File: src/design/eog_pkg.sv
`default_nettype none
package eog_pkg;

  localparam int unsigned NUM_REGS = 8;

  localparam logic [2:0] REG_CENTER_X    = 3'd0;
  localparam logic [2:0] REG_CENTER_Z    = 3'd1;
  localparam logic [2:0] REG_SEMI_MAJOR  = 3'd2;
  localparam logic [2:0] REG_SEMI_MINOR  = 3'd3;
  localparam logic [2:0] REG_TILT        = 3'd4;
  localparam logic [2:0] REG_SPEED       = 3'd5;
  localparam logic [2:0] REG_SPIN_BASE   = 3'd6;
  localparam logic [2:0] REG_SPIN_ENABLE = 3'd7;

  localparam logic FUNC_LOAD = 1'b0;
  localparam logic FUNC_TICK = 1'b1;

  localparam logic [15:0] SIN_A = 16'd51472;
  localparam logic [15:0] SIN_B = 16'd21024;
  localparam logic [15:0] SIN_C = 16'd2320;

  typedef struct packed {
    logic        func;
    logic [15:0] phase_value;
    logic [15:0] time_delta;
  } in_beat_t;

  typedef struct packed {
    logic [5:0]         node_index;
    logic signed [31:0] pos_x;
    logic signed [31:0] pos_z;
    logic [15:0]        spin_angle;
    logic               spin_valid;
    logic               last;
  } out_beat_t;

  // command handed from the front end to the back end
  typedef struct packed {
    logic        func;
    logic [15:0] phase_value;
    logic [15:0] step;
  } cmd_t;

  typedef struct packed {
    logic signed [31:0] center_x;
    logic signed [31:0] center_z;
    logic [30:0]        semi_major;
    logic [30:0]        semi_minor;
    logic [15:0]        tilt;
    logic signed [23:0] speed;
    logic [15:0]        spin_base;
    logic               spin_enable;
  } cfg_t;

  // quarter-wave polynomial on one quadrant position, Q14 in, Q15 out
  function automatic logic [15:0] quarter_sin(input logic [14:0] x);
    logic [29:0] xx;
    logic [15:0] z2;
    logic [31:0] t1;
    logic [15:0] t;
    logic [31:0] t2;
    logic [15:0] u;
    logic [31:0] y;
    xx = {15'd0, x} * {15'd0, x};
    z2 = xx[29:14];
    t1 = {16'd0, SIN_C} * {16'd0, z2};
    t = SIN_B - t1[29:14];
    t2 = {16'd0, t} * {16'd0, z2};
    u = SIN_A - t2[29:14];
    y = {17'd0, x} * {16'd0, u} + 32'd8192;
    if (y[31:14] > 18'd32767) begin
      quarter_sin = 16'd32767;
    end else begin
      quarter_sin = y[29:14];
    end
  endfunction

endpackage
`default_nettype wire

File: src/design/eog_front.sv
`default_nettype none
// accepts items, computes the tick phase step, pushes commands into the queue
module eog_front (
  input  wire logic               clk,
  input  wire logic               rst_n,
  input  wire logic               in_valid,
  output logic                    in_ready,
  input  wire eog_pkg::in_beat_t  in_data,
  input  wire logic signed [23:0] speed,
  output logic                    q_valid,
  input  wire logic               q_ready,
  output eog_pkg::cmd_t           q_data
);
  localparam int unsigned QD = 2;

  eog_pkg::cmd_t mem_r [QD];
  logic          wp_r, rp_r;
  logic [1:0]    cnt_r;
  logic signed [40:0] prod;
  eog_pkg::cmd_t cmd;
  logic push, pop;

  assign prod = speed * $signed({1'b0, in_data.time_delta}) + 41'sd32768;
  always_comb begin
    cmd.func        = in_data.func;
    cmd.phase_value = in_data.phase_value;
    cmd.step        = prod[31:16];
  end

  assign in_ready = (cnt_r != 2'd2);
  assign push = in_valid && in_ready;
  assign q_valid = (cnt_r != 2'd0);
  assign pop = q_valid && q_ready;
  assign q_data = mem_r[rp_r];

  always_ff @(posedge clk) begin
    if (push) mem_r[wp_r] <= cmd;
  end

  always_ff @(posedge clk) begin
    if (!rst_n) begin
      wp_r <= 1'b0;
      rp_r <= 1'b0;
      cnt_r <= 2'd0;
    end else begin
      if (push) wp_r <= ~wp_r;
      if (pop) rp_r <= ~rp_r;
      cnt_r <= cnt_r + {1'b0, push} - {1'b0, pop};
    end
  end

  a_no_overflow: assert property (@(posedge clk) disable iff (!rst_n)
    cnt_r == 2'd2 |-> !push) else $error("queue overflow");
  a_no_underflow: assert property (@(posedge clk) disable iff (!rst_n)
    cnt_r == 2'd0 |-> !pop) else $error("queue underflow");
  a_cnt_range: assert property (@(posedge clk) disable iff (!rst_n)
    cnt_r != 2'd3) else $error("queue count out of range");
endmodule
`default_nettype wire

File: config.mk
export PLATFORM = sky130hd
export DESIGN_NAME = eog_front
export DESIGN_NICKNAME = d
export VERILOG_FILES = /design/src/design/eog_pkg.sv /design/src/design/eog_front.sv
export SDC_FILE = /design/constraint.sdc
export NUM_CORES = 1
export LEC_CHECK = 0
export ABC_AREA = 1
export BUFFER_PORTS_ARGS = -buffer_cell sky130_fd_sc_hd__buf_2
export CELL_PAD_IN_SITES_DETAIL_PLACEMENT = 1
export CELL_PAD_IN_SITES_GLOBAL_PLACEMENT = 2
export CORE_MARGIN = 1
export CORE_UTILIZATION = 41
export CTS_CLUSTER_DIAMETER = 80
export CTS_CLUSTER_SIZE = 28
export DETAILED_ROUTE_END_ITERATION = 10
export HOLD_SLACK_MARGIN = 0.15
export PLACE_DENSITY_LB_ADDON = 0.1
export SLEW_MARGIN = 20
export SYNTH_ARGS = -nofsm -noshare
export SYNTH_HDL_FRONTEND = slang
export SYNTH_SLANG_ARGS = --single-unit
File: constraint.sdc
create_clock -name clk -period 14.3 [get_ports clk]
set_clock_uncertainty 0.1 [all_clocks]
set_input_delay 2.145 -clock clk [delete_from_list [all_inputs] [get_ports clk]]
set_output_delay 2.145 -clock clk [all_outputs]
set_load 0.05 [all_outputs]
# After elaboration in Yosys (flattened, before gate mapping)
# Memories as Yosys holds them, arrays and structs flattened. A register that Yosys moved wholly into a read port is not among the register bits.
# Index checks and enable logic that the tools add are counted.
# op_classes
add_sub_neg,3
multipliers,1
eq_ne,1
n_mux,4
bitwise,2
n_reduce_logical,3
# ops
cell,n
$add A32 B17 Y32 const B,1
$mul A24 B17 Y32,1
$mux W1,4
$add A2 B1 Y2,1
$logic_and A1 B1 Y1,2
$ne A2 B2 Y1 const B,1
$not A1 Y1,2
$reduce_bool A2 Y1,1
$sub A2 B1 Y2,1
# totals
regBits,4
ramBits,66
output_inout_bits,35
wordCells,18
n_memories,1
# mem_list
memory,words,word_bits,rd,rd_ports_with_merged_regs,wr,line_no,text
mem_r,2,33,1,1,1,eog_front.sv:16,eog_pkg::cmd_t mem_r [QD];

# Longest topological paths before layout
# Gate-level depths: netlist of run 1.
# depth
depth_word,4
mapped_depth,28
ltp_nobuf,26

# Least setup slack after synthesis of run 1
# No wires, ideal clock.
# synth_timing
kind,input port to flip-flop
from,input port in_data[8] (netlist bit)
to,memory mem_r[0][15] (netlist bit) (data pin)
arrival_time_ns,7.019
slack_ns,6.924
stages,24
path_buffers,3
path_cell_list,clkbuf_1 -> clkbuf_1 -> nand2_1 -> fa_1 -> inv_1 -> fa_1 -> fa_1 -> fa_1 -> fa_1 -> inv_1 -> fa_1 -> inv_1 -> ha_1 -> buf_2 -> nand2_1 -> nor2_1 -> inv_2 -> nor2_1 -> inv_1 -> o21a_1 -> nand2_1 -> inv_1 -> nand2_1 -> nand2_1
# synth_via
elab_chain_len,2
# synth_rtl
item,line_no,text
"start, declared",eog_front.sv:8,"input wire eog_pkg::in_beat_t in_data,"
$mul A24 B17 Y32,eog_front.sv:23,"assign prod = speed * $signed({1'b0, in_data.time_delta}) + 41'sd32768;"
$add A32 B17 Y32,eog_front.sv:23,
net prod[31],eog_front.sv:19,logic signed [40:0] prod;
"end, declared",eog_front.sv:16,
# The timed path passes the listed nets, and every way through them passes these cells.

# Worst setup path after layout of run 1
# layout_timing
from,input port in_data[9] (netlist bit)
to,memory mem_r[0][6] (netlist bit) (data pin)
# The elaborated chain is that of the path after synthesis.

==> results.tsv, run 1 <==
metric	value	unit
1st-pass router iterations	5	
CTS sink cnt	71	
share of cells above drive strength 1	7.80	%
Synth async-reset ratio	0	%
Routed Antenna Nets	0	
global-route usage over all layers	23.9	%
io pins	96	
Filler cells	4572	
Max-Slew Margin vs Limit	33.4	%
Setup violations, final	0	
unrepaired setup endpoints after global routing	false	
CP cell instances	buf_2 -> nand2_1 -> fa_1 -> inv_1 -> fa_1 -> inv_1 -> fa_1 -> inv_1 -> fa_1 -> fa_1 -> fa_1 -> ha_1 -> nand2_1 -> nor2_1 -> inv_1 -> nor3_1 -> nand2_1 -> nand2_2 -> nand2_1 -> nand2_1 -> nor2_1 -> nor2_1	
final WL	43100	um
Synth Area in XOR/XNOR	0.851	%
Synth Register Bits	71	
num rows	70	
EDFF count, synth	66	
Worst Tran Pin Value	0.997	ns
CP endpoint kind	flop	
HPWL after detailed placement	35500	um
commonest non-fill, non-tap cell in the layout	inv_1	
core area	0.0368	mm^2
vias in the first global route	13200	
Synth Instances	1955	
clock latency on the worst-skew pair	0.33	ns
Root Buffer	clkbuf_16	
slowest CP cell	fa_1	
CP Data Required Time	14.31	ns
status	finished, final reports clean	
worst hold path type	flop to flop	
htree depth	3	
critical path type	input port to flop	
port bufs	95	
Finished Cell Area	0.0165	mm^2
Synth Cell Area	0.0154	mm^2
Worst Path Max Fanout	23	
Layout area overhead	6.89	%
largest family of logic cells by synthesized area	adder cells	
Starting Density	42.0	%
commonest cells after routing, fill and taps aside	inv_1, nand2_1, fa_1	
Ant. Diodes	0	
Nets	2444	
post-synthesis area per instance	7.90	um^2
setup_tns	0	ns
post-CTS sizing	0	
final std cells w/o fill	2456	
mean routed wirelength per cell	17.5	um
Die Ht	196	um
complex-gate fraction of the synthesized area	2.57	%
DP Cell Count	2441	
Synth Area in Adders	46.8	%
Buffers & Inverters on Critical Path	5	
RD Place Congestion	0.826	
initial antenna violation count	0	
clk buf depth	2	
clk slew on worst S/H paths	0.05	ns
Crit path max-delay family	adder cells	
Core Util, Final	44.9	%
placed instance area	0.0162	mm^2
CTS Hold Bufs	0	
largest net degree at the start of global routing	34	
count of cell types in the netlist	34	
Worst path most repeated cell	fa_1	
die footprint	0.0384	mm^2
multi-input logic area	0.0104	mm^2
chip width	196	um
Final Hold Viols	0	
synth warn	0	
post-route clock period utilization	54.3	%
multiplexer share of the synthesized area	2.41	%
post-synthesis sequential area ratio	13.5	%
top_reg_cell synth	edfxtp_1	
First DRT Iteration DRCs	458	
CP Launch Type	input port	
Seq. cell area	0.00208	mm^2
Inserted Clock Buffers	9	
Post-CTS Setup Bufs	0	
total gr overflow	0	
Slew Viols, Final	0	
WP data arrival	7.77	ns
Peak Freq	0.129	GHz
Max stage delay on crit path	0.57	ns
syn nets	2415	
fin crit period	7.76	ns
CTS tree	built	
vias per cell	4.73	
first-pass GRT wire length	70900	um
Post-Synth Simple-Gate Area	14.8	%
DR vias	11600	
maximum capacitance violations	0	
DRC	0	
[state kept, by name, summed over array words and instances (netlist names), named ones only]
name,cells
mem_r,66
cnt_r,2
rp_r,1
wp_r,1
[Yosys cell counts, drive strengths merged, types with 2 or more instances]
cell    count  area, um^2
nor2       52         198
nand4       4        25.0
a21o        4        30.0
o21bai      5        37.5
mux2       33         372
nand2     488        1840
clkbuf     71         267
inv       702        2640
dfxtp       5         100
fa        298        5970
nand3      35         180
xnor2       4        35.0
edfxtp     66        1980
clkinv      2        8.75
buf         7        32.5
a31oi       2        12.5
a21boi      4        30.0
xor2       11        96.3
nor3        5        25.0
o21a        2        15.0
ha        101        1260
o21ai      22         121
a21oi      30         150
[worst paths after layout]
kind                                 start            to  slack [ns]  cells past startpoint
worst min register to register        rp_r          rp_r        0.39                      1
worst min-delay path                  rp_r          rp_r        0.39                      1
worst max-delay path            in_data[9]   mem_r[0][6]        6.54                     22
worst max register to register    cnt_r[0]  mem_r[0][27]       12.33                      4
[through the flow]
stage	hold WS (ns)	setup slack [ns]
after floorplan	0.325	6.92
after global placement	0.336	6.30
after detailed placement	0.385	6.23
after CTS	0.394	6.56
after global routing	0.399	6.12
final	0.389	6.54
[cells by family (layout without fill, tap and decap cells)]
family / after synthesis / in the layout
buffers and inverters: 782 / 815
and+or+nand+nor: 586 / 586
adders and majority gates: 399 / 399
DFF: 71 / 71
AOI/OAI and AO/OA: 69 / 69
muxes: 33 / 33
xor gates and xnor gates: 15 / 15
[final cells by class]
cell class                      count  share of cell area (%)
Clock buffer                       10                    1.39
Clock inverter                      5                   0.303
Inverter                          704                    16.0
Multi-Input combinational cell   1102                    63.2
Sequential cell                    71                    12.6
Tap cell                          468                    3.55
Timing Repair Buffer               96                    2.93
[layer usage]
metal	wire, um	GRT usage [%]	vias to the layer above
met1	20700	33.9	5947
met3	1210	1.74	22
met4	343	2.95	0
li1	-	-	5479
met2	20900	41.4	164
met5	0	0	-
[worst reg2reg max path: stages (launching register included)]
cell,delay (ns)
dfxtp_1,0.33
inv_1,0.06
nand2_1,0.07
nand2_1,0.20
nor2_4,0.82
Power of run 1 is not shown: default switching activity piles up to over one toggle a cycle in this logic, so the estimate is an artifact.
==> inputs of run 2 (changes only) <==
CORE_UTILIZATION = 38   (was 41)
clock period = 8 ns   (was 14.3 ns; I/O delays follow)
==> run 2 against run 1 <==
Compared with the run above:
- via count decreased by 0.15%
- critical path depth increased by 2
- critical endpoint unchanged
- worst setup slack worse by 5.3 ns
- utilization decreased by 3.2 points
- worst hold slack got worse by 0.014 ns
- global-route usage fell by 1.5 points
- sequential share of layout area shrank 0.087 points
- wire length up 1.6%
==> results.tsv, run 2 (synthesized netlist as in run 1, its figures left out) <==
metric	value	unit	change
status	finished, final reports clean		
final WL	43800	um	+1.6%
Worst Path Max Fanout	23		unchanged
DRC	0		unchanged
die footprint	0.0414	mm^2	+7.8%
vias in the first global route	13200		-0.45%
CP Launch Type	input port		
Routed Antenna Nets	0		unchanged
slowest CP cell	fa_1		
DR vias	11600		-0.15%
total gr overflow	0		unchanged
core area	0.0399	mm^2	+8.5%
Nets	2445		+0.041%
maximum capacitance violations	0		unchanged
commonest non-fill, non-tap cell in the layout	inv_1		
Min-Delay Endpoint	rp_r		
Max-Slew Margin vs Limit	32.8	%	-0.57 points
Layout area overhead	7.64	%	
Root Buffer	clkbuf_16		
Ant. Diodes	0		unchanged
initial antenna violation count	0		unchanged
clock latency on the worst-skew pair	0.33	ns	about the same
Buffers & Inverters on Critical Path	7		+2
Inserted Clock Buffers	9		unchanged
Largest Register	mem_r		
clk slew on worst S/H paths	0.06	ns	about the same
Starting Density	38.7	%	-3.3 points
Seq. cell area	0.00208	mm^2	unchanged
CP Data Required Time	8.01	ns	-6.30 ns
Worst R2R End	mem_r[1][3]		
largest net degree at the start of global routing	34		unchanged
HP Start	rp_r		
CP cell instances	buf_2 -> nand2_1 -> fa_1 -> inv_1 -> fa_1 -> inv_1 -> fa_1 -> inv_1 -> fa_1 -> fa_1 -> inv_1 -> fa_1 -> inv_1 -> ha_1 -> nand2_1 -> nor2_1 -> inv_1 -> nor3_1 -> nand2_1 -> nand2_2 -> nand2_1 -> nand2_1 -> nor2_1 -> nor2_1		
Finished Cell Area	0.0166	mm^2	+0.70%
critical path type	input port to flop		
Filler cells	4891		+7.0%
io pins	96		unchanged
Die Ht	204	um	+3.8%
hold path cells	1		unchanged
vias per cell	4.61		-2.5%
Max stage delay on crit path	0.56	ns	about the same
share of cells above drive strength 1	7.94	%	+0.14 points
RD Place Congestion	0.842		+2.0%
chip width	204	um	+3.8%
num rows	73		+4.3%
CTS sink cnt	71		unchanged
Peak Freq	0.148	GHz	
global-route usage over all layers	22.4	%	-1.5 points
port bufs	95		unchanged
1st-pass router iterations	5		unchanged
HPWL after detailed placement	36000	um	+1.5%
Setup violations, final	0		unchanged
WP data arrival	6.77	ns	-1.00 ns
worst reg2reg startpoint	cnt_r[0]		
worst hold path type	flop to flop		
First DRT Iteration DRCs	422		-7.9%
Slew Viols, Final	0		unchanged
Regs by FF count	mem_r (66), cnt_r (2)		
Core Util, Final	41.6	%	-3.2 points
placed instance area	0.0163	mm^2	+0.49%
CTS tree	built		
Final Hold Viols	0		unchanged
CP endpoint kind	flop		
clk buf depth	2		unchanged
setup_tns	0	ns	unchanged
fin crit period	6.76	ns	
htree depth	3		unchanged
Worst Tran Pin Value	1.01	ns	+0.00857 ns
mean routed wirelength per cell	17.4	um	-0.80%
R2R cell count	4		unchanged
multi-input logic area	0.0104	mm^2	unchanged
Reg2Reg Setup Slack	6.03	ns	-6.30 ns
post-CTS sizing	0		unchanged
CTS Hold Bufs	0		unchanged
Largest register FFs	66		unchanged
post-route clock period utilization	84.5	%	
Crit path max-delay family	adder cells		
first-pass GRT wire length	71200	um	+0.43%
commonest cells after routing, fill and taps aside	inv_1, nand2_1, fa_1		
unrepaired setup endpoints after global routing	false		
Post-CTS Setup Bufs	0		unchanged
-- run 2: changes by cell type in the layout (fill, tap and decap cells not counted), sizes merged --
cell	before	now
buf	96	97
bufinv	1	2
clkbuf	10	11
clkinvlp	1	0
-- run 2: worst max path at each step --
stage                from            to  depth (start not counted)  slack [ns]
2_1_floorplan  in_data[8]  mem_r[0][15]                         24        1.57
3_3_place_gp   in_data[9]   mem_r[0][7]                         21        0.87
3_5_place_dp   in_data[9]   mem_r[1][7]                         21        0.88
4_1_cts        in_data[9]   mem_r[0][7]                         21        1.21
5_1_grt        in_data[3]   mem_r[0][7]                         21        0.91
6_report       in_data[9]   mem_r[0][6]                         24        1.24
-- run 2: layer usage --
metal,track usage [%],up-vias,part of all wire [%]
met5,0,-,0
met4,1.83,0,0.45
met3,2.43,23,3.0
met2,38.3,168,47
met1,31.8,5921,49
li1,-,5483,-
-- run 2: per-stage QoR --
stage          setup slack, ns  instances  hold slack [ns]
2_1_floorplan             1.57       1955            0.325
3_3_place_gp             0.865       2499            0.334
3_5_place_dp             0.875       2499            0.366
4_1_cts                   1.21       2515            0.376
5_1_grt                  0.912       2515            0.396
6_report                  1.24       2515            0.374
-- run 2: layout make-up --
cell class	count	area share, %
clock buffer	11	1.40
sequential	71	12.5
timing repair buffer	97	2.95
inverter	704	15.9
tap	525	3.95
multi-input combinational	1102	62.8
clock inverter	5	0.497
Power of run 2 is left out for the same reason.
